<file path="src/fbfl_pkg.sv">
// ----------------------------------------------------------------------------
// fbfl_pkg
// Shared constants, codes and controller/datapath types for the fixed-size
// block pool allocator.
// ----------------------------------------------------------------------------
package fbfl_pkg;

  localparam int POOL_PAGES  = 16;
  localparam int PAGE_BLOCKS = 64;
  localparam int LINK_DEPTH  = POOL_PAGES * PAGE_BLOCKS;

  localparam int BLK_W  = $clog2(LINK_DEPTH);      // block handle width
  localparam int HEAD_W = BLK_W + 1;               // handle plus empty mark
  localparam int SLOT_W = $clog2(PAGE_BLOCKS);
  localparam int PAGE_W = $clog2(POOL_PAGES);
  localparam int CNT_W  = $clog2(POOL_PAGES + 1);  // page counts 0..POOL_PAGES
  localparam int BIP_W  = 7;                        // blocks_in_page register
  localparam int LIM_W  = 5;                        // page_limit register
  localparam int OP_W   = 2;
  localparam int CFG_IDX_W  = 1;
  localparam int CFG_DATA_W = 7;

  typedef enum logic [OP_W-1:0] {
    OP_ALLOC   = 2'd0,
    OP_FREE    = 2'd1,
    OP_RESERVE = 2'd2,
    OP_NOP     = 2'd3
  } fbfl_op_t;

  typedef enum logic [CFG_IDX_W-1:0] {
    CFG_BLOCKS_IN_PAGE = 1'd0,
    CFG_PAGE_LIMIT     = 1'd1
  } fbfl_cfg_t;

  typedef enum logic [2:0] {
    ST_IDLE,
    ST_FILL,
    ST_RD,
    ST_POP,
    ST_DONE
  } fbfl_state_t;

  typedef struct packed {
    logic cap;        // capture operation and page count of an accepted request
    logic rd_en;      // read the link of the list head
    logic push_free;  // push the freed block onto the list
    logic fill_wr;    // push one slot of the page being added
    logic pop;        // head takes the link read back
    logic load_out;   // load the result register
    logic out_exh;    // result reports an exhausted pool
    logic out_grant;  // result carries the popped head
  } fbfl_cmd_t;

  typedef struct packed {
    logic head_empty;
    logic at_limit;
    logic at_limit_next;
    logic last_slot;
    logic remain_one;
    logic count_zero;
    logic op_alloc;
    logic out_free;
  } fbfl_sts_t;

endpackage

</file>
<file path="src/fbfl_ctrl.sv">
// ----------------------------------------------------------------------------
// fbfl_ctrl
// Sequencer for the allocator: decodes each request and steps the datapath
// through pops, pushes and page fills.
// ----------------------------------------------------------------------------
module fbfl_ctrl
  import fbfl_pkg::*;
(
  input  logic                clk,
  input  logic                rst_n,
  input  logic                in_valid,
  input  logic [OP_W-1:0]     in_operation,
  input  logic                in_is_null,
  output logic                in_stall,
  input  fbfl_sts_t           sts,
  output fbfl_cmd_t           cmd
);

  fbfl_state_t state_r, state_nxt;
  logic        accept;

  assign in_stall = (state_r != ST_IDLE);
  assign accept   = in_valid && (state_r == ST_IDLE);

  always_ff @(posedge clk) begin
    if (!rst_n) begin
      state_r <= ST_IDLE;
    end else begin
      state_r <= state_nxt;
    end
  end

  always_comb begin
    state_nxt = state_r;
    case (state_r)
      ST_IDLE: begin
        if (accept) begin
          case (fbfl_op_t'(in_operation))
            OP_ALLOC: begin
              if (!sts.head_empty)    state_nxt = ST_POP;
              else if (!sts.at_limit) state_nxt = ST_FILL;
              else                    state_nxt = ST_DONE;
            end
            OP_RESERVE: begin
              if (!sts.count_zero && !sts.at_limit) state_nxt = ST_FILL;
              else                                  state_nxt = ST_DONE;
            end
            default: state_nxt = ST_DONE;
          endcase
        end
      end
      ST_FILL: begin
        if (sts.last_slot) begin
          if (sts.op_alloc)                               state_nxt = ST_RD;
          else if (sts.remain_one || sts.at_limit_next)   state_nxt = ST_DONE;
          else                                            state_nxt = ST_FILL;
        end
      end
      ST_RD:   state_nxt = ST_POP;
      ST_POP:  if (sts.out_free) state_nxt = ST_IDLE;
      ST_DONE: if (sts.out_free) state_nxt = ST_IDLE;
      default: state_nxt = ST_IDLE;
    endcase
  end

  always_comb begin
    cmd = '0;
    case (state_r)
      ST_IDLE: begin
        if (accept) begin
          cmd.cap = 1'b1;
          // An allocate from a non-empty list starts its link read right away.
          if (fbfl_op_t'(in_operation) == OP_ALLOC && !sts.head_empty) begin
            cmd.rd_en = 1'b1;
          end
          if (fbfl_op_t'(in_operation) == OP_FREE && !in_is_null) begin
            cmd.push_free = 1'b1;
          end
        end
      end
      ST_FILL: cmd.fill_wr = 1'b1;
      ST_RD:   cmd.rd_en   = 1'b1;
      ST_POP: begin
        if (sts.out_free) begin
          cmd.pop       = 1'b1;
          cmd.load_out  = 1'b1;
          cmd.out_grant = 1'b1;
        end
      end
      ST_DONE: begin
        // An allocate only ends here when the pool is exhausted.
        if (sts.out_free) begin
          cmd.load_out = 1'b1;
          cmd.out_exh  = sts.op_alloc;
        end
      end
      default: cmd = '0;
    endcase
  end

endmodule

</file>
<file path="config.mk">
export PLATFORM = sky130hd
export DESIGN_NAME = fbfl_ctrl
export DESIGN_NICKNAME = d
export VERILOG_FILES = /design/src/fbfl_pkg.sv /design/src/fbfl_ctrl.sv
export SDC_FILE = /design/constraint.sdc
export NUM_CORES = 1
export LEC_CHECK = 0
export ABC_AREA = 1
export BUFFER_PORTS_ARGS = -buffer_cell sky130_fd_sc_hd__buf_2
export CORE_AREA = 2 2 39 41
export CTS_BUF_LIST = sky130_fd_sc_hd__clkbuf_2 sky130_fd_sc_hd__clkbuf_4 sky130_fd_sc_hd__clkbuf_8
export DETAILED_ROUTE_END_ITERATION = 10
export DIE_AREA = 0 0 41 43
export GPL_TIMING_DRIVEN = 0
export PLACE_DENSITY = 0.55
export SYNTH_ARGS = -nofsm -noshare
export SYNTH_HDL_FRONTEND = slang
export SYNTH_SLANG_ARGS = --single-unit
</file>
<file path="constraint.sdc">
create_clock -name clk -period 2.51 [get_ports clk]
set_input_delay 0 -clock clk [delete_from_list [all_inputs] [get_ports clk]]
set_output_delay 0 -clock clk [all_outputs]
set_load 0.02 [all_outputs]
</file>
; Word level (Yosys, flattened, before mapping)
; Index checks and enable logic that the tools add are counted.
[op_classes]
n_eq_ne = 9
mux = 24
reduce_logical = 14
[op_table]
columns = operator, n
row1 = 3-bit 2-to-1 mux, 9
row2 = 3-bit one-hot mux with 4 select lines, 1
row3 = 1-bit 2-to-1 mux, 9
row4 = "3-bit by 2-bit equality test with 1-bit output, second input constant", 2
row5 = 3-bit one-hot mux with 2 select lines, 1
row6 = 1-bit logical AND, 4
row7 = 1-bit zero test, 4
row8 = 2-bit 2-to-1 mux, 2
row9 = "2-bit inequality test, second input constant", 2
row10 = 1-bit one-hot mux with 2 select lines, 2
row11 = "3-bit by 1-bit equality test with 1-bit output, second input constant", 1
row12 = "3-bit equality test, second input constant", 1
row13 = 3-bit zero test, 1
row14 = 3-bit AND reduction, 1
row15 = 3-bit nonzero test, 1
row16 = "2-bit by 1-bit equality test with 1-bit output, second input constant", 1
row17 = "2-bit equality test, second input constant", 1
row18 = 2-bit zero test, 1
row19 = "2-bit by 1-bit inequality test with 1-bit output, second input constant", 1
row20 = 2-bit OR reduction, 1
row21 = 1-bit logical OR, 1
[word_totals]
regBits = 3
inputBits = 14
output_inout_bits = 9

; Longest topological paths before layout
[depth]
word_depth = 6
mapped_depth = 8
depth_no_buf = 8

; Worst setup path before layout
; OpenSTA, ideal clock, no wires.
[synth_path]
path_type = register -> output
start = register state_r[1]
end = output port cmd[5] (netlist bit)
arrival_time_ps = 1304
required_time_ps = 2510
slack_ps = 1206
stages_incl_launch_ff = 6
cell_sequence = dfxtp_1 > nor2_2 > nand2_1 > inv_1 > nand2_1 > nor3_1
[synth_rtl]
columns = item, line_no
row1 = from (decl), fbfl_ctrl.sv:19  ; fbfl_state_t state_r, state_nxt;
row2 = from (signal assigned), fbfl_ctrl.sv:29  ; state_r <= state_nxt;
row3 = to (decl), fbfl_ctrl.sv:16  ; output fbfl_cmd_t cmd

==> impl_metrics.tcl <==
set metrics [dict create \
    status "finished clean" \
    synth_area_leaders "nand2_1 28%, dfxtp_1 17%, inv_1 15%" \
    nets 112 \
    cts_resized 0 \
    cts_buffer_depth 2 \
    synth_top_cell_by_area "nand2_1" \
    die_h_um 43 \
    crit_fanout 5 \
    clock.fmax_ghz 0.749 \
    synth_warnings 0 \
    dieArea_um2 1760 \
    maxCapViolations 0 \
    crit_top_cell "nand2_1" \
    dpl.hpwl_um 731 \
    place_area_um2 477 \
    postCtsSetupRepairBufs 0 \
    gr-total-overflow 0 \
    finalSetupTns_ns 0 \
    cts_sinks 3 \
    path_class "reg2out" \
    utilization_pct 36.6 \
    worstSkewPairLatency_ns 0.23 \
    required_ns 2.51 \
    initial_utilization_pct 25.0 \
    critical-path-max-stage-delay_ns 0.34 \
    antenna_cells 0 \
    synth_seq_cells 3 \
    wl_per_cell_um 7.27 \
    route.detailed.drc 0 \
    ys_seq_area_share_pct 17.3 \
    finalWorstSetupSlack_ns 1.17 \
    synth_nets 85 \
    synth_area_um2 347 \
    nFillCells 179 \
    grt_pass1_vias 392 \
    clk_pin_slew_worst_paths_ns 0.04 \
    synth.distinct_cells 12 \
    end_kind "output pin" \
    hold_path_class "in2reg" \
    crit_path_start_kind "flop" \
    hold_viol_final 0 \
    final_common_cell "nand2_1" \
    top_register "state_r" \
    htree_levels 1 \
    crit_slowest_cell "dfxtp_1" \
    yosysTopAreaCellShare_pct 28.2 \
    finalPower_w 0.000413 \
    core.rowCount 14 \
    vias 468 \
    drtIter0Drc 1 \
    rsz0062_at_grt "no" \
    setup_viol 0 \
    reg_top3 "state_r (3)" \
    grt_max_degree 7 \
    core-area_um2 1380 \
    postSynthCellCount 71 \
    dr.pass1.iters 4 \
    relSlewSlack_pct 87.0 \
    drive_above_1_share_pct 32.0 \
    min_period_ns 1.34 \
    area_growth_pct 46.2 \
    finalMaxSlewViolations 0 \
    ant_nets 0 \
    worstMarginPinSlew_ns 0.195 \
    pre_cts_slack_ns 1.39 \
    final_area_um2 507 \
    place.gp.congestion 0.712 \
    timing.final.crit_share_pct 53.2 \
    cts-root-buf "clkbuf_4" \
    drt-total-wl_um 821 \
    grt_pass1_wl_um 1370 \
    clock_skew_ns 0.0000557 \
    power_leakage_nw 0.326 \
    via_per_inst 4.14 \
    ir_drop_uv 280 \
    largest_reg_flops 3 \
    die_w_um 41 \
    cts_tree "yes" \
    ios 23 \
    worstPathCellList "nor2_2 -> nand2_1 -> inv_1 -> nand2_1 -> nor3_1 -> buf_2" \
    final_cell_mix "26 x nand2_1, 22 x buf_2, 14 x inv_1" \
    grt_use_total_pct 11.0 \
    cts_hold_buf 0 \
    io_buffers 22 \
    power.density_nw_per_um2 816 \
    antenna_found_initial 0 \
    syn_avg_cell_area_um2 4.88 \
    arrival_ns 1.34 \
    cts_inserted_buffers 3 \
]
## metrics by stage
stage	instances	hold WS, ns
global placement	109	0.256
floorplan	71	0.0887
finish	113	0.0251
detailed placement	109	0.260
CTS	113	0.0228
global route	113	0.0328
## cells by family (layout without fill, tap and decap cells)
group           count (synthesis)  count (layout)  share of synthesized area [%]
buf+inv                        15              41                           17.3
simple gates                   47              47                           55.2
flops                           3               3                           17.3
compound gates                  6               6                           10.1
## per-layer routing
metal	share of wire, %	track usage, %
met4	0	2.00
met5	0	0
met1	50	14.7
met2	47	16.3
met3	2.9	4.71
## worst paths after layout
kind                                 start  cells after the start  slack [ns]    endpoint
worst max-delay path            state_r[1]                      6        1.17      cmd[5]
worst min-delay path                 rst_n                      3        0.03  state_r[1]
worst max register to register  state_r[2]                      6        1.39  state_r[2]
worst min register to register  state_r[2]                      2        0.52  state_r[2]
## cells in the mapped netlist (all sizes together)
| cell | count |
|---|---|
| a21oi | 5 |
| o22ai | 1 |
| nand2 | 28 |
| nand3 | 4 |
| inv | 14 |
| nor2 | 13 |
| buf | 1 |
| nor3 | 2 |
| dfxtp | 3 |
## report_power, final
group,total (W),switching (W),internal (W)
sequential,0.0000777,0.0000164,0.0000613
combinational,0.000241,0.000158,0.0000820
clock,0.0000952,0.0000248,0.0000703
total,0.000413,0.000200,0.000214
## critical path, delay by kind of cell, from the launching register on
kind                   cells  cell delay, ns
DFF                        1            0.34
and+or+nand+nor            4            0.47
buffers and inverters      2            0.29
## layout make-up
class / count / area, um2 / area share [%]
timing repair buffer: 22 / 110 / 21.7
multi-input combinational: 53 / 226 / 44.7
clock buffer: 4 / 30.0 / 5.93
sequential: 3 / 60.1 / 11.9
tap: 16 / 20.0 / 3.95
buffer: 1 / 7.51 / 1.48
inverter: 14 / 52.6 / 10.4
No activity file was read; power rests on OpenSTA's default activity.
